### config.mk
export PLATFORM = sky130hd
export DESIGN_NAME = message_frame_deframer
export DESIGN_NICKNAME = d
export VERILOG_FILES = /design/src/rtl/mfd_pkg.sv /design/src/rtl/message_frame_deframer.sv
export SDC_FILE = /design/constraint.sdc
export NUM_CORES = 1
export LEC_CHECK = 0
export ABC_AREA = 1
export BUFFER_PORTS_ARGS = -buffer_cell sky130_fd_sc_hd__buf_2
export CORE_UTILIZATION = 50
export DETAILED_ROUTE_END_ITERATION = 10
export PLACE_DENSITY = 0.7
export SYNTH_ARGS = -nofsm -noshare
export SYNTH_HDL_FRONTEND = slang
export SYNTH_SLANG_ARGS = --single-unit
### constraint.sdc
create_clock -name clk -period 6.4 [get_ports clk]
set_input_delay 0.96 -clock clk [delete_from_list [all_inputs] [get_ports clk]]
set_output_delay 0.96 -clock clk [all_outputs]
set_load 0.01 [all_outputs]
### src/rtl/mfd_pkg.sv
// mfd_pkg: shared constants and types for the message frame deframer
// no dependencies; used by message_frame_deframer
`default_nettype none

package mfd_pkg;

  // configuration register indexes
  typedef enum logic [0:0] {
    REG_LENGTH_LIMIT   = 1'b0,
    REG_TRAILER_MARKER = 1'b1
  } reg_index_t;

  localparam int unsigned LenW    = 13;
  localparam int unsigned PosW    = 14;
  localparam int unsigned TypeW   = 12;
  localparam int unsigned FlagsW  = 7;
  localparam int unsigned HdrW    = 32;
  localparam int unsigned TypeLsb  = 20;
  localparam int unsigned FlagsLsb = 13;
  localparam int unsigned HdrBytes = 4;

  localparam logic [LenW-1:0] LenFieldMask = 13'h1fff;
  localparam logic [LenW-1:0] ResetLimit   = 13'd1400;
  localparam logic [31:0]     ResetMarker  = 32'hFF8859EA;

  // output result kinds
  localparam logic KindPayload = 1'b0;
  localparam logic KindStatus  = 1'b1;

  // m_tdata layout, highest bit first
  typedef struct packed {
    logic [6:0]        pad;
    logic              frame_ok;
    logic [LenW-1:0]   msg_length;
    logic [FlagsW-1:0] msg_flags;
    logic [TypeW-1:0]  msg_type;
    logic [7:0]        payload_byte;
  } out_data_t;

endpackage

`default_nettype wire

### src/rtl/message_frame_deframer.sv
// message_frame_deframer: splits a framed receive byte stream into payload bytes
// and one end-of-frame status per frame; uses mfd_pkg
// a byte's result is registered into the output register as the byte is taken
// throughput: one byte per cycle while m_tready allows; a new byte is taken while the held result drains
// reset (rst, synchronous, active high): position, header, mismatch cleared,
//   length_limit 1400, trailer_marker 0xFF8859EA, output register emptied
`default_nettype none

module message_frame_deframer (
  input  wire logic        clk,
  input  wire logic        rst,
  // configuration write port
  input  wire logic        cfg_we,
  input  wire logic [0:0]  cfg_index,
  input  wire logic [31:0] cfg_data,
  // receive byte stream
  input  wire logic        s_tvalid,
  output      logic        s_tready,
  input  wire logic [7:0]  s_tdata,   // [7:0] rx_byte
  // result stream
  output      logic        m_tvalid,
  input  wire logic        m_tready,
  output      logic [47:0] m_tdata,   // payload_byte, msg_type, msg_flags, msg_length,
                                      // frame_ok, zero fill
  output      logic [0:0]  m_tuser,   // [0] kind
  output      logic        m_tlast    // last
);

  localparam int unsigned LenW = mfd_pkg::LenW;
  localparam int unsigned PosW = mfd_pkg::PosW;
  // wide enough for position compares past the padded length
  localparam int unsigned CmpW = PosW + 1;

  // configuration registers
  logic [LenW-1:0] length_limit;
  logic [31:0]     trailer_marker;

  // frame state
  logic [PosW-1:0] byte_position;
  logic [31:0]     header_word;
  logic            trailer_mismatch;

  // output register
  mfd_pkg::out_data_t out_data;
  logic               out_kind;
  logic               out_last;

  always_ff @(posedge clk) begin
    if (rst) begin
      length_limit   <= mfd_pkg::ResetLimit;
      trailer_marker <= mfd_pkg::ResetMarker;
    end else if (cfg_we) begin
      case (mfd_pkg::reg_index_t'(cfg_index))
        mfd_pkg::REG_LENGTH_LIMIT:   length_limit   <= cfg_data[LenW-1:0];
        mfd_pkg::REG_TRAILER_MARKER: trailer_marker <= cfg_data;
        default: ;
      endcase
    end
  end

  // the output register frees up when empty or when its transfer completes
  assign s_tready = !m_tvalid || m_tready;

  logic in_xfer;
  assign in_xfer = s_tvalid && s_tready;

  // ---- per-byte decode ----
  logic [LenW-1:0] hdr_len;
  logic [LenW-1:0] clamp_len;
  logic [CmpW-1:0] pos_w;
  logic [CmpW-1:0] padded;
  logic [CmpW-1:0] payload_end;   // 4 + len
  logic [CmpW-1:0] padding_end;   // 4 + padded
  logic [CmpW-1:0] trailer_k;
  logic [1:0]      k_sel;
  logic [7:0]      expect_byte;
  logic            in_header;
  logic            in_payload;
  logic            in_padding;
  logic            trailer_end;
  logic            byte_bad;

  assign hdr_len   = header_word[LenW-1:0] & mfd_pkg::LenFieldMask;
  assign clamp_len = (hdr_len > length_limit) ? length_limit : hdr_len;
  assign pos_w     = CmpW'(byte_position);
  // round up to a multiple of four
  assign padded      = (CmpW'(clamp_len) + CmpW'(3)) & ~CmpW'(3);
  assign payload_end = CmpW'(mfd_pkg::HdrBytes) + CmpW'(clamp_len);
  assign padding_end = CmpW'(mfd_pkg::HdrBytes) + padded;

  assign in_header  = pos_w < CmpW'(mfd_pkg::HdrBytes);
  assign in_payload = !in_header && (pos_w < payload_end);
  assign in_padding = !in_header && !in_payload && (pos_w < padding_end);

  // trailer byte index, held at the last byte if the limit moved mid-frame
  assign trailer_k   = pos_w - padding_end;
  assign k_sel       = (trailer_k > CmpW'(3)) ? 2'd3 : trailer_k[1:0];
  assign trailer_end = (k_sel == 2'd3);

  always_comb begin
    case (k_sel)
      2'd0:    expect_byte = trailer_marker[7:0];
      2'd1:    expect_byte = trailer_marker[15:8];
      2'd2:    expect_byte = trailer_marker[23:16];
      default: expect_byte = trailer_marker[31:24];
    endcase
  end

  assign byte_bad = (s_tdata != expect_byte);

  // header word with this byte merged in at its little-endian place
  logic [31:0] header_next;
  always_comb begin
    header_next = header_word;
    case (byte_position[1:0])
      2'd0:    header_next[7:0]   = s_tdata;
      2'd1:    header_next[15:8]  = s_tdata;
      2'd2:    header_next[23:16] = s_tdata;
      default: header_next[31:24] = s_tdata;
    endcase
  end

  logic emit;
  assign emit = in_payload || (!in_header && !in_padding && trailer_end);

  // ---- state update ----
  always_ff @(posedge clk) begin
    if (rst) begin
      byte_position    <= '0;
      header_word      <= '0;
      trailer_mismatch <= 1'b0;
    end else if (in_xfer) begin
      if (in_header) begin
        header_word   <= header_next;
        byte_position <= byte_position + PosW'(1);
      end else if (in_payload || in_padding) begin
        byte_position <= byte_position + PosW'(1);
      end else if (trailer_end) begin
        // frame closes, look for the next header
        byte_position    <= '0;
        trailer_mismatch <= 1'b0;
      end else begin
        byte_position <= byte_position + PosW'(1);
        if (byte_bad) begin
          trailer_mismatch <= 1'b1;
        end
      end
    end
  end

  // ---- output register ----
  always_ff @(posedge clk) begin
    if (rst) begin
      m_tvalid <= 1'b0;
    end else if (in_xfer && emit) begin
      m_tvalid <= 1'b1;
    end else if (m_tready) begin
      m_tvalid <= 1'b0;
    end
  end

  always_ff @(posedge clk) begin
    if (in_xfer && emit) begin
      out_data.pad        <= '0;
      out_data.msg_type   <= header_word[mfd_pkg::TypeLsb +: mfd_pkg::TypeW];
      out_data.msg_flags  <= header_word[mfd_pkg::FlagsLsb +: mfd_pkg::FlagsW];
      out_data.msg_length <= clamp_len;
      if (in_payload) begin
        out_data.payload_byte <= s_tdata;
        out_data.frame_ok     <= 1'b0;
        out_kind              <= mfd_pkg::KindPayload;
        out_last              <= 1'b0;
      end else begin
        // the last trailer byte counts toward the mismatch too
        out_data.payload_byte <= 8'd0;
        out_data.frame_ok     <= !(trailer_mismatch || byte_bad);
        out_kind              <= mfd_pkg::KindStatus;
        out_last              <= 1'b1;
      end
    end
  end

  assign m_tdata    = out_data;
  assign m_tuser[0] = out_kind;
  assign m_tlast    = out_last;

  // ---- assertions ----
  // the status result and only it carries tlast
  a_last_is_status: assert property (@(posedge clk) disable iff (rst)
    m_tvalid |-> (m_tlast == (m_tuser[0] == mfd_pkg::KindStatus)))
    else $error("tlast and kind disagree");

  // payload results never claim a good frame
  a_payload_not_ok: assert property (@(posedge clk) disable iff (rst)
    (m_tvalid && (m_tuser[0] == mfd_pkg::KindPayload)) |-> !out_data.frame_ok)
    else $error("frame_ok set on a payload result");

  // closing a frame restarts the position and clears the mismatch
  a_frame_restart: assert property (@(posedge clk) disable iff (rst)
    (in_xfer && emit && !in_payload) |=> (byte_position == '0 && !trailer_mismatch))
    else $error("frame state not cleared after status");

  // header bytes produce no result
  a_header_silent: assert property (@(posedge clk) disable iff (rst)
    (in_xfer && in_header) |-> !emit)
    else $error("result raised on a header byte");

endmodule

`default_nettype wire
# Word-level counts from Yosys, hierarchy flattened
# Index checks and enable logic that the tools add are counted.
# Widths: inputs -> output; s select.
[op_classes] n_addsub=5 n_lt_le_gt_ge=5 eq_ne=6 n_mux=11 n_bitwise=4 n_reduce_logical=28
[ops] op="$mux 14" count=3
[ops] op="$pmux 8 s3" count=1
[ops] op="$add 3x14->15 const A" count=1
[ops] op="$gt 15x2->1 const B" count=1
[ops] op="$lt 14x15->1" count=1
[ops] op="$sub 14x15->15" count=1
[ops] op="$add 13x2->14 const B" count=1
[ops] op="$add 14x1->14 const B" count=1
[ops] op="$add 3x13->14 const A" count=1
[ops] op="$lt 14x14->1" count=1
[ops] op="$lt 14x3->1 const B" count=1
[ops] op="$gt 13x13->1" count=1
[ops] op="$mux 13" count=1
[ops] op="$reduce_and 3->1" count=4
[ops] op="$ne 8x8->1" count=1
[ops] op="$logic_and 1x1->1" count=7
[ops] op="$eq 2x2->1 const B" count=3
[ops] op="$logic_not 1->1" count=5
[ops] op="$mux 1" count=5
[ops] op="$eq 2x1->1 const B" count=2
[ops] op="$logic_not 2->1" count=2
[ops] op="$logic_or 1x1->1" count=4
[ops] op="$not 1->1" count=4
[ops] op="$reduce_and 2->1" count=2
[ops] op="other kinds (4)" count=5
[totals] regBits=135 in_bits=46

# Depth between registers and ports, before layout
# Gate-level depths: netlist of the first run.
[depth] ltp_word=14 mapped_depth=44 mapped_depth_nobuf=44

# Worst setup path after synthesis of the first run
# Ideal clock, no wire load.
[synth_timing] path_kind="flip-flop to flip-flop" startpoint="register length_limit[12]" endpoint="register out_data (netlist bit m_tdata[0]), enable pin" setup_ns=0.396 t_arrival_ns=5.037 required_ns=6.004 path_slack_ns=0.966 stages_incl_launch_ff=37 cell_sequence="dfxtp_1 > inv_1 > ha_1 > nand2_1 > inv_1 > nand3_2 > inv_1 > a21oi_1 > nand2_4 > nand2_8 > nand2_1 > nand2_1 > inv_1 > ha_1 > nand3_1 > inv_1 > nand2_1 > nand2_2 > nor2_1 > nand3_1 > nor2_2 > nand3_2 > nor2_2 > xor2_1 > ha_1 > nand2_1 > inv_1 > a21oi_1 > nand3_1 > nand2_1 > nand2_1 > and3b_1 > nand4_1 > nor2_1 > nor2_1 > o21ai_0 > inv_1"
[synth_between] elab_chain_cells=13
[synth_rtl] element="from (decl)" line="message_frame_deframer.sv:35" text="logic [LenW-1:0] length_limit;"
[synth_rtl] element="from (signal assigned)" line="message_frame_deframer.sv:50" text="length_limit <= mfd_pkg::ResetLimit;"
[synth_rtl] element="from (signal assigned)" line="message_frame_deframer.sv:54" text="mfd_pkg::REG_LENGTH_LIMIT: length_limit <= cfg_data[LenW-1:0];"
[synth_rtl] element="$gt 13x13->1 (*)" line="message_frame_deframer.sv:84" text="assign clamp_len = (hdr_len > length_limit) ? length_limit : hdr_len;"
[synth_rtl] element="$mux 13 (*)" line="message_frame_deframer.sv:84"
[synth_rtl] element="via clamp_len[2]" line="message_frame_deframer.sv:69" text="logic [LenW-1:0] clamp_len;"
[synth_rtl] element="parallel branches: the longest is 9 deep, another holds $add 3x14->15"
[synth_rtl] element="$logic_or 1x1->1 (*)" line="message_frame_deframer.sv:124" text="assign emit = in_payload || (!in_header && !in_padding && trailer_end);"
[synth_rtl] element="$logic_and 1x1->1 (*)" line="message_frame_deframer.sv:163" text="if (in_xfer && emit) begin"
[synth_rtl] element="to (decl)" line="message_frame_deframer.sv:44" text="mfd_pkg::out_data_t out_data;"
# Mark *: on every way through the listed nets, which the timed path passes.
# A chain may end at the register's enable or synchronous reset.

# Worst setup path in the final report of the first run
[layout_timing] startpoint="register length_limit[2]" endpoint="register out_data (netlist bit m_tdata[29]), enable pin"
[layout_between] elab_chain_cells=13
[layout_rtl] element="$gt 13x13->1" line="message_frame_deframer.sv:84"
[layout_rtl] element="$mux 13 (*)" line="message_frame_deframer.sv:84"
[layout_rtl] element="via clamp_len[2]" line="message_frame_deframer.sv:69"
[layout_rtl] element="parallel branches: the longest is 9 deep, another holds $add 3x14->15"
[layout_rtl] element="$logic_or 1x1->1 (*)" line="message_frame_deframer.sv:124"
[layout_rtl] element="$logic_and 1x1->1 (*)" line="message_frame_deframer.sv:163"
# Marks and branches as above.

==> metrics.md, run 1 <==
| Metric | Value |
|---|---|
| Synth Instances | 1015 |
| Post-Route WL | 20300 um |
| Crit-path max FO | 42 |
| Max clock buf depth | 2 |
| Synth Area in XOR/XNOR | 0.0339 |
| Starting DRT DRC Count | 598 |
| Fraction of layout cells with a size suffix above 1 | 0.167 |
| Yosys top cell by area | dfxtp_1 |
| CTS Buf Count | 17 |
| Pwr dens | 278 nW/um2 |
| NumNets Final | 1194 |
| Final min period | 5.80 ns |
| Post-Syn Area | 7720 um2 |
| Clock Skews | 0.00635 ns |
| Worst setup endpoint | m_tdata[29] |
| FF+latch count, synth | 135 |
| Hold depth | 0 |
| Reg2reg end | m_tdata[29] |
| Final Max Tran Viols | 0 |
| Tcrit/Tclk final | 0.907 |
| CP Data Required Time | 6.45 ns |
| Vias in the first global route | 6549 |
| R2r startpoint | length_limit[2] |
| Initial antenna violation count | 0 |
| Post-Synth Adder-Cell Area | 0.0739 |
| Setup TNS | 0 ns |
| Status | finished, final reports clean |
| Startpoint Class | flop |
| Syn avg cell area | 7.61 um2 |
| Worst-path clk slew | 0.06 ns |
| Critical Path End Type | flop |
| Core Box Area | 15100 um2 |
| Die width | 126 um |
| 1st-pass router iterations | 5 |
| HP Class | reg -> reg |
| Slew HR | 0.329 |
| Top Ports | 98 |
| Dominant cell by count in the synthesized netlist | nand2_1 |
| Port-buffer cells | 90 |
| Yosys Warn Count | 0 |
| Total Power Consumption | 2490 uW |
| Seq/Total Area, Yosys | 0.404 |
| Routed vias | 7011 |
| Top-area cell type share of the netlist area | 0.241 |
| CTS tree | built |
| Final setup fails | 0 |
| Top cells by area, synth | dfxtp_1 24%, edfxtp_1 16%, nand2_1 10%, ha_1 7.1%, inv_1 5.9% |
| Ys flop type | dfxtp_1 |
| Crit path launch | length_limit[2] |
| Final antenna-violating net count | 0 |
| Worst-margin pin slew | 1.00 ns |
| Placer Congestion | 0.956 |
| H-tree depth | 4 |
| GRT Residual Overflow | 0 |
| Hold Fails Final Rpt | 0 |
| N_diodes | 0 |
| Max stage delay on crit path | 0.45 ns |
| Top cells by count, synth | 215 x nand2_1, 121 x inv_1, 109 x nor2_1 |
| Die Y | 126 um |
| Area share of and/or/nand/nor cells after synthesis | 0.298 |
| Area delta synth->final | 16.0% |
| DR DRC count | 0 |
| Vias/cell | 5.38 |
| Fill cell count | 1393 |
| Initial core utilization | 0.510 |
| Die area | 16000 um2 |
| Crit-path slowest cell | buf_4 |
| Clock Latency Late Sink | 0.42 ns |
| MaxCap Viol Count | 0 |
| EDFF count, synth | 42 |
| Site row count | 45 |
| WL per Instance | 15.5 um |
| Leakage power | 0.00423 uW |
| Setup CP Type | reg -> reg |
| Post-DP HPWL | 14800 um |
| Root buf cell | clkbuf_16 |
| R2R setup slack | 0.60 ns |
| Post-synthesis mux area share | 0 |
| Cell mode on critical path | nand2_1 |
| Gr usage total | 0.266 |
| Fmax | 172 MHz |
| Compound-Gate Fraction of Synth Area | 0.0999 |
| Cell variety after synth | 46 |
| Arrival @ worst endpoint | 5.86 ns |
| Final Util | 0.592 |
| Asr flop ratio synth | 0 |
| Global-route wire length before repair | 33100 um |
| Worst r2r path cells | 35 |
| Peak supply drop | 197 uV |
| Clk sink count | 135 |
| Largest family of logic cells by synthesized area | simple AND/OR/NAND/NOR gates |
| Largest net degree at the start of global routing | 64 |
-- sequential cells by signal, summed over array words and instances (netlist names) --
| register | flops |
|---|---|
| byte_position | 14 |
| header_word | 32 |
| length_limit | 13 |
| m_tdata | 41 |
| m_tlast | 1 |
| m_tvalid | 1 |
| trailer_marker | 32 |
| trailer_mismatch | 1 |
-- cell usage in the layout, fill, tap and decap left out, types with 7 or more instances in the layout --
cell type / netlist / routed
nor2_1: 109 / 107
buf_4: 9 / 8
o21ai_0: 51 / 51
nand2_2: 12 / 12
conb_1: 1 / 7
nor3_1: 9 / 9
nand4_1: 53 / 53
nand3_1: 73 / 73
xnor2_1: 7 / 7
xor2_1: 21 / 21
clkbuf_16: 0 / 18
dfxtp_1: 93 / 93
buf_2: 0 / 90
a21oi_1: 59 / 58
nand2_1: 215 / 214
inv_2: 9 / 9
edfxtp_1: 42 / 42
inv_1: 121 / 120
ha_1: 44 / 44
-- metal layers --
layer  GRT usage  part of all wire
met1       0.371              0.46
met2       0.413              0.45
met3      0.0451             0.069
met4       0.103             0.024
met5           0                 0
-- how the worst min path moves through the flow --
stage	start	endpoint	slack [ns]
final	header_word[22]	m_tdata[10]	0.43
after global routing	header_word[30]	m_tdata[18]	0.44
after CTS	header_word[31]	m_tdata[19]	0.43
after detailed placement	header_word[27]	m_tdata[15]	0.42
after global placement	header_word[28]	m_tdata[16]	0.41
after floorplan	header_word[24]	m_tdata[12]	0.41
-- kinds of logic after synthesis --
kind of cell             count (synthesis)
XOR/XNOR                                29
AND/OR/NAND/NOR                        501
adder cells (fa/ha/maj)                 45
AO/OA/AOI/OAI                          134
flip-flops                             135
buffers and inverters                  170
other                                    1
-- final cells by class --
| class | count | area [um2] | area share |
|---|---|---|---|
| inverters | 135 | 514 | 0.0574 |
| flip-flops and latches | 135 | 3120 | 0.349 |
| clock inverters | 13 | 156 | 0.0175 |
| multi-input cells | 716 | 3960 | 0.442 |
| repair buffers | 98 | 510 | 0.0570 |
| clock buffers | 19 | 464 | 0.0518 |
| well taps | 188 | 235 | 0.0262 |
-- where the power goes --
group,switching (uW),total (uW),leakage [uW],internal [uW]
sequential,21.2,936,0.00115,915
combinational,364,531,0.00277,166
clock,403,1020,0.000304,619
total,788,2490,0.00423,1700
-- what timing repair did --
action                     CTS  global route
buffers inserted             0             4
resized for setup            0            10
setup endpoints to repair    0            44
hold endpoints to repair     0             0
hold buffers                 0             0
-- through the flow --
stage | worst slack (ns) | instances | cell area [um2] | hold slack, ns
6_report | 0.598 | 1304 | 8960 | 0.434
5_1_grt | -0.0235 | 1304 | 8960 | 0.438
4_1_cts | 0.462 | 1300 | 8900 | 0.434
3_5_place_dp | 0.483 | 1268 | 8280 | 0.418
3_3_place_gp | 0.645 | 1268 | 8280 | 0.413
2_1_floorplan | 0.966 | 1021 | 7750 | 0.408
-- worst max-delay path: cells and delay by family (launching register included) --
family	cells	cell delay (ns)
xor+xnor	1	0.19
buf+inv	7	0.92
compound gates	6	0.88
simple gates	18	2.21
flops	1	0.30
fa+ha+maj	3	0.90
Power figures use the tool's default switching activity.
==> inputs of run 2 (changes only) <==
Settings changed: ABC_AREA 1 to unset, PLACE_DENSITY 0.7 to 0.71.
==> run 2 against run 1 <==
- the run now ends with design-rule violations, negative setup slack left
- clock-buffer cell count is 1 lower
- worst hold slack worse by 0.0047 ns
- register-to-register slack worse by 0.61 ns
- sequential share of layout area is 1.6 points lower
- critical path depth is 8 lower
- non-clock buffer count is 53 higher
- first-iteration DRC count is 7.9% higher
- fmax is 9.5% lower
- power is 9.1% lower
==> metrics.md, run 2 <==
| Metric | Value |
|---|---|
| GRT Residual Overflow | 0 (unchanged) |
| Startpoint Class | flop (unchanged) |
| Non-Filler Instances | 1203 (was 1304) |
| Asr flop ratio synth | 0 (unchanged) |
| Arrival @ worst endpoint | 6.71 ns (was 5.86 ns) |
| Max clock buf depth | 2 (unchanged) |
| Top-area cell type share of the netlist area | 0.245 (was 0.241) |
| Post-place setup slack | 0.0867 ns (was 0.483 ns) |
| Switching fraction of total power | 0.288 (was 0.317) |
| Post-DP HPWL | 14500 um (was 14800 um) |
| Area delta synth->final | 24.8% (was 16.0%) |
| Die Y | 125 um (was 126 um) |
| Yosys top cell by area | dfxtp_1 (unchanged) |
| Internal power | 1610 uW (was 1700 uW) |
| CP Data Required Time | 6.70 ns (was 6.45 ns) |
| Syn avg cell area | 8.70 um2 (was 7.61 um2) |
| CTS Buf Count | 17 (unchanged) |
| Leading cell type in the layout, fill and taps excluded | nand2_1 (unchanged) |
| Global-route wire length before repair | 31900 um (was 33100 um) |
| Worst-path clk slew | 0.06 ns (about the same) |
| Placed Cells | 1147 (was 1268) |
| HP Class | reg -> reg (unchanged) |
| Routed vias | 6851 (was 7011) |
| Initial core utilization | 0.517 (was 0.510) |
| Hold Fails Final Rpt | 0 (unchanged) |
| Setup CP Type | reg -> reg (unchanged) |
| WL per Instance | 17.5 um (was 15.5 um) |
| Slew HR | 0.241 (was 0.329) |
| Cell variety after synth | 60 (was 46) |
| Die area | 15700 um2 (was 16000 um2) |
| Seq pwr share | 0.411 (was 0.376) |
| RSZ-0062 raised after global routing | yes |
| Clock power share | 0.420 (was 0.411) |
| Tcrit/Tclk final | 1.00 (was 0.907) |
| MaxCap Viol Count | 0 (unchanged) |
| Post-Route WL | 21000 um (was 20300 um) |
| Clock Skews | 0.00899 ns (was 0.00635 ns) |
| Clock Latency Late Sink | 0.43 ns (was 0.42 ns) |
| CTS Hold Bufs | 0 (unchanged) |
| Synth Instances | 874 (was 1015) |
| Placer Congestion | 0.968 (was 0.956) |
| 1st-pass router iterations | 11 (was 5) |
| CTS tree | built (unchanged) |
| Clk sink count | 135 (unchanged) |
| Root buf cell | clkbuf_16 (unchanged) |
| Crit-path max FO | 6 (was 42) |
| Dominant cell by count in the synthesized netlist | nand2_1 (unchanged) |
| Vias in the first global route | 5993 (was 6549) |
| Final antenna-violating net count | 0 (unchanged) |
| Final instance area | 9490 um2 (was 8960 um2) |
| N_diodes | 0 (unchanged) |
| NumNets Final | 1097 (was 1194) |
| EDFF count, synth | 42 (unchanged) |
| Leakage power | 0.00392 uW (was 0.00423 uW) |
| Setup ws final | -0.00826 ns (was 0.598 ns) |
| DR DRC count | 8 (was 0) |
| H-tree depth | 4 (unchanged) |
| Final setup fails | 1 (was 0) |
| Peak supply drop | 199 uV (was 197 uV) |
| Top cells by area, synth | dfxtp_1 24%, edfxtp_1 17%, nand2_1 7.8%, ha_1 7.2%, a21oi_1 5.5% (was dfxtp_1 24%, edfxtp_1 16%, nand2_1 10%, ha_1 7.1%, inv_1 5.9%) |
| FF+latch count, synth | 135 (unchanged) |
| Final min period | 6.41 ns (was 5.80 ns) |
| Final Util | 0.645 (was 0.592) |
| Net Sw Power | 652 uW (was 788 uW) |
| Post-Syn Area | 7600 um2 (was 7720 um2) |
| Largest net degree at the start of global routing | 83 (was 64) |
| Gr usage total | 0.261 (was 0.266) |
| Pwr dens | 239 nW/um2 (was 278 nW/um2) |
| Initial antenna violation count | 0 (unchanged) |
| Logic pwr share | 0.169 (was 0.213) |
| Core Box Area | 14700 um2 (was 15100 um2) |
| Site row count | 44 (was 45) |
| Ys flop type | dfxtp_1 (unchanged) |
| Top Ports | 98 (unchanged) |
| Fmax | 156 MHz (was 172 MHz) |
| Starting DRT DRC Count | 645 (was 598) |
| Seq/Total Area, Yosys | 0.411 (was 0.404) |
| Commonest non-fill, non-tap cells in the layout | 157 x nand2_1, 90 x buf_2, 79 x a21oi_1 (was 214 x nand2_1, 120 x inv_1, 107 x nor2_1) |
| Die width | 125 um (was 126 um) |
| Final Max Tran Viols | 0 (unchanged) |
| Largest register FFs | 41 (unchanged) |
| Yosys Warn Count | 0 (unchanged) |
| Fraction of layout cells with a size suffix above 1 | 0.261 (was 0.167) |
| Vias/cell | 5.69 (was 5.38) |
| Critical Path End Type | flop (unchanged) |
| Top cells by count, synth | 158 x nand2_1, 93 x dfxtp_1, 83 x a21oi_1 (was 215 x nand2_1, 121 x inv_1, 109 x nor2_1) |
| Status | finished with violations (was finished, final reports clean) |
| Failing checks | design-rule violations, negative setup slack |
| Port-buffer cells | 90 (unchanged) |
| Dpl cell area | 8450 um2 (was 8280 um2) |
| Worst-margin pin slew | 1.14 ns (was 1.00 ns) |
run 2: cell types whose count changed after synthesis, moves of 19 or more:
cell	delta
nand2_1	-57
a21oi_1	+24
o21ai_0	-32
nand4_1	-47
inv_1	-86
nand3_1	-19
nor2_1	-64
xnor2_1	+27
run 2: final timing paths:
path / startpoint / to / slack [ns] / cells after the start
hold / removal: header_word[15] / m_tdata[22] / 0.43 / 0
setup / recovery: length_limit[10] / m_tdata[40] / -0.008 / 27
setup reg to reg: length_limit[10] / m_tdata[40] / -0.008 / 27
hold reg to reg: header_word[15] / m_tdata[22] / 0.43 / 0
run 2: power groups by stage:
stage	clock [uW]	sequential [uW]	combinational [uW]
CTS	958	927	344
detailed placement	0	946	341
floorplan	0	940	241
finish	950	930	383
global route	994	932	418
global placement	0	945	341
run 2: critical path: stages (launching register included):
cell,delay (ns)
dfxtp_2,0.34
inv_2,0.06
ha_4,0.21
and4_1,0.20
a221o_1,0.37
o22a_2,0.30
mux2i_4,0.21
inv_2,0.09
ha_4,0.17
nand3_1,0.16
nor2_2,0.15
mux2_4,0.20
nand2_2,0.07
o31a_1,0.35
o31ai_2,0.28
xnor2_1,0.18
ha_1,0.29
o21ai_1,0.17
nand2b_1,0.10
or3_4,0.41
a221oi_4,0.28
and4_4,0.33
buf_6,0.13
and3_4,0.18
nor3_2,0.04
or4b_1,0.53
nor4_2,0.31
and2_1,0.16
run 2: kinds of logic (layout without fill, tap and decap cells):
family                     Yosys count  count (layout)  share of synthesized area
AOI/OAI and AO/OA                  170             170                      0.139
xor gates and xnor gates            50              50                     0.0576
adders and majority gates           45              45                     0.0751
buffers and inverters               80             218                     0.0446
DFF                                135             135                      0.411
muxes                               32              32                     0.0448
other                                1               7                   0.000493
and+or+nand+nor                    361             362                      0.228
run 2: cell type report:
class	instances	area, um2
multi-input cells	666	4470
fillers	1223	5210
repair buffers	151	937
flip-flops and latches	135	3150
inverters	35	134
clock buffers	18	429
well taps	184	230
clock inverters	14	136
run 2: through the flow:
stage	setup TNS, ns	total power [uW]	hold slack (ns)
detailed placement	0	1290	0.413
CTS	0	2230	0.431
floorplan	0	1180	0.408
global route	-0.303	2350	0.432
finish	-0.00826	2260	0.429
global placement	0	1290	0.413
run 2: repair_timing:
action,4_1_cts,5_1_grt
cloned,0,1
pin swaps,0,30
gates resized for setup,1,69
buffers inserted,0,23
setup endpoints to repair,1,43
run 2: metal layers:
| layer | vias up | GRT usage | routed length, um |
|---|---|---|---|
| met1 | 3214 | 0.367 | 9650 |
| met5 | - | 0 | 0 |
| li1 | 3325 | - | - |
| met2 | 268 | 0.404 | 9590 |
| met4 | 0 | 0.101 | 616 |
| met3 | 44 | 0.0389 | 1170 |
==> inputs of run 3 (changes only) <==
--- a/config.mk
+++ b/config.mk
@@ -9,4 +9,5 @@
 export CORE_UTILIZATION = 50
 export DETAILED_ROUTE_END_ITERATION = 10
+export GPL_TIMING_DRIVEN = 0
 export PLACE_DENSITY = 0.71
 export SYNTH_ARGS = -nofsm -noshare
==> constraint.sdc (replaced) <==
create_clock -name clk -period 6.4 [get_ports clk]
set_input_delay 0.96 -clock clk [delete_from_list [all_inputs] [get_ports clk]]
set_output_delay 0.96 -clock clk [all_outputs]
set_load 0.1 [all_outputs]
==> run 3 against run 2 <==
- the flow still finishes with violations (design-rule violations, negative setup slack)
- clock power decreased by 2.4%
- combinational power increased by 12%
- critical path depth increased by 6
- sequential cell count unchanged
- sequential share of layout area decreased by 0.73 points
- largest power group is now registers
==> metrics.md, run 3 (synthesis results as in run 2) <==
| Metric | Value |
|---|---|
| Status | finished with violations (unchanged) |
| Failing checks | design-rule violations, negative setup slack (unchanged) |
| CP Data Required Time | 6.71 ns (was 6.70 ns) |
| DR DRC count | 9 (was 8) |
| Cell mode on critical path | buf_4 |
| Arrival @ worst endpoint | 6.76 ns (was 6.71 ns) |
| Setup TNS | -0.0637 ns (was -0.00826 ns) |
| GRT Residual Overflow | 0 (unchanged) |
| Post-DP HPWL | 15100 um (was 14500 um) |
| N_diodes | 0 (unchanged) |
| Starting DRT DRC Count | 620 (was 645) |
| Clock Latency Late Sink | 0.43 ns (about the same) |
| CTS Buf Count | 17 (unchanged) |
| Final min period | 6.45 ns (was 6.41 ns) |
| Initial antenna violation count | 0 (unchanged) |
| Worst-path clk slew | 0.06 ns (about the same) |
| Placer Congestion | 0.915 (was 0.968) |
| Net Sw Power | 675 uW (was 652 uW) |
| Port-buffer cells | 89 (was 90) |
| Post-Route WL | 22100 um (was 21000 um) |
| Fraction of layout cells with a size suffix above 1 | 0.271 (was 0.261) |
| RSZ-0062 raised after global routing | yes (unchanged) |
| Routed vias | 7056 (was 6851) |
| Startpoint Class | flop (unchanged) |
| Vias in the first global route | 6435 (was 5993) |
| Clk sink count | 135 (unchanged) |
| Final antenna-violating net count | 0 (unchanged) |
| Crit-path slowest cell | or4b_4 (was or4b_1) |
| Final setup fails | 2 (was 1) |
| Fmax | 155 MHz (was 156 MHz) |
| WL per Instance | 17.9 um (was 17.5 um) |
| Slew HR | 0.429 (was 0.241) |
| Root buf cell | clkbuf_16 (unchanged) |
| Largest net degree at the start of global routing | 22 (was 83) |
| Seq pwr share | 0.407 (was 0.411) |
| Worst-margin pin slew | 0.850 ns (was 1.14 ns) |
| Largest register FFs | 41 (unchanged) |
| NumNets Final | 1126 (was 1097) |
| Area delta synth->final | 28.1% (was 24.8%) |
| Met3 wire len | 1690 um (was 1170 um) |
| Die area | 15700 um2 (unchanged) |
| Final Max Tran Viols | 0 (unchanged) |
| HP Class | reg -> reg (unchanged) |
| Hold Fails Final Rpt | 0 (unchanged) |
| Initial core utilization | 0.517 (unchanged) |
| Site row count | 44 (unchanged) |
| Clock Skews | 0.00754 ns (was 0.00899 ns) |
| 1st-pass router iterations | 10 (was 11) |
| Die Y | 125 um (unchanged) |
| Met1 WL | 9680 um (was 9650 um) |
| Clock power share | 0.406 (was 0.420) |
| H-tree depth | 4 (unchanged) |
| Leakage power | 0.00395 uW (was 0.00392 uW) |
| Tcrit/Tclk final | 1.01 (was 1.00) |
| Crit-path max FO | 5 (was 6) |
| Top Ports | 98 (unchanged) |
| Critical Path End Type | flop (unchanged) |
| Final Util | 0.663 (was 0.645) |
| Setup CP Type | reg -> reg (unchanged) |
| Total Power Consumption | 2290 uW (was 2260 uW) |
| Global-route wire length before repair | 34300 um (was 31900 um) |
| Setup ws final | -0.0468 ns (was -0.00826 ns) |
| Top Layer Used | met5 (was met4) |
| CTS tree | built (unchanged) |
| MaxCap Viol Count | 0 (unchanged) |
| Post-place setup slack | -1.02 ns (was 0.0867 ns) |
| Vias/cell | 5.73 (was 5.69) |
| Peak supply drop | 204 uV (was 199 uV) |
| Die width | 125 um (unchanged) |
| Met2 wire length | 10200 um (was 9590 um) |
| Core Box Area | 14700 um2 (unchanged) |
| Commonest non-fill, non-tap cells in the layout | 155 x nand2_1, 89 x buf_2, 78 x a21oi_1 (was 157 x nand2_1, 90 x buf_2, 79 x a21oi_1) |
| Logic pwr share | 0.187 (was 0.169) |
| Leading cell type in the layout, fill and taps excluded | nand2_1 (unchanged) |
| Internal power | 1610 uW (about the same) |
| Max clock buf depth | 2 (unchanged) |
| Max stage delay on crit path | 0.50 ns (was 0.53 ns) |
| Switching fraction of total power | 0.295 (was 0.288) |
| Gr usage total | 0.284 (was 0.261) |
| Pwr dens | 235 nW/um2 (was 239 nW/um2) |
-- run 3: cell types whose count changed in the layout (fill, tap and decap cells not counted), sizes merged --
cell | before | now
and4 | 5 | 4
clkinvlp | 2 | 3
clkbuf | 18 | 49
nor2 | 45 | 46
buf | 151 | 149
clkinv | 3 | 5
inv | 43 | 40
-- run 3: cell type report --
class / instances / area (um2)
inverter: 35 / 141
clock inverter: 14 / 123
fill: 1210 / 4960
buffer: 43 / 240
multi-input combinational: 666 / 4600
timing repair buffer: 137 / 813
sequential: 135 / 3160
clock buffer: 18 / 429
tap: 184 / 230
-- run 3: through the flow --
| stage | cells | area [um2] | hold WS, ns |
|---|---|---|---|
| global placement | 1153 | 8370 | 0.411 |
| CTS | 1216 | 9450 | 0.427 |
| detailed placement | 1153 | 8370 | 0.413 |
| floorplan | 880 | 7690 | 0.408 |
| global route | 1232 | 9740 | 0.436 |
| finish | 1232 | 9740 | 0.426 |
-- run 3: final timing paths --
path                      end            start  slack (ns)  depth (start not counted)
max          trailer_mismatch  length_limit[8]       -0.05                         33
min                m_tdata[9]  header_word[21]        0.43                          0
max reg2reg  trailer_mismatch  length_limit[8]       -0.05                         33
min reg2reg        m_tdata[9]  header_word[21]        0.43                          0
-- run 3: power by group through the flow --
| stage | sequential (uW) | clock [uW] | combinational [uW] |
|---|---|---|---|
| after CTS | 929 | 931 | 397 |
| final | 930 | 927 | 428 |
| after floorplan | 950 | 0 | 257 |
| after global placement | 947 | 0 | 357 |
| after detailed placement | 947 | 0 | 359 |
| after global routing | 932 | 976 | 467 |
-- run 3: per-layer routing --
layer	up-vias	track usage
met4	2	0.103
met1	3311	0.384
met2	310	0.448
li1	3387	-
met5	-	0.0248
met3	46	0.0569
-- run 3: repair_timing --
action,CTS,global route
resized for setup,77,41
setup buffers,29,18
cloned,2,0
pin swaps,32,30
hold buffers,0,0
setup endpoints to repair,59,58
-- run 3: critical path: cells and delay by family, from the launching register on --
kind / cells / cell delay, ns
buffers and inverters: 7 / 0.85
AOI/OAI and AO/OA: 8 / 1.26
adders and majority gates: 3 / 0.79
and+or+nand+nor: 13 / 2.45
DFF: 1 / 0.37
muxes: 2 / 0.59
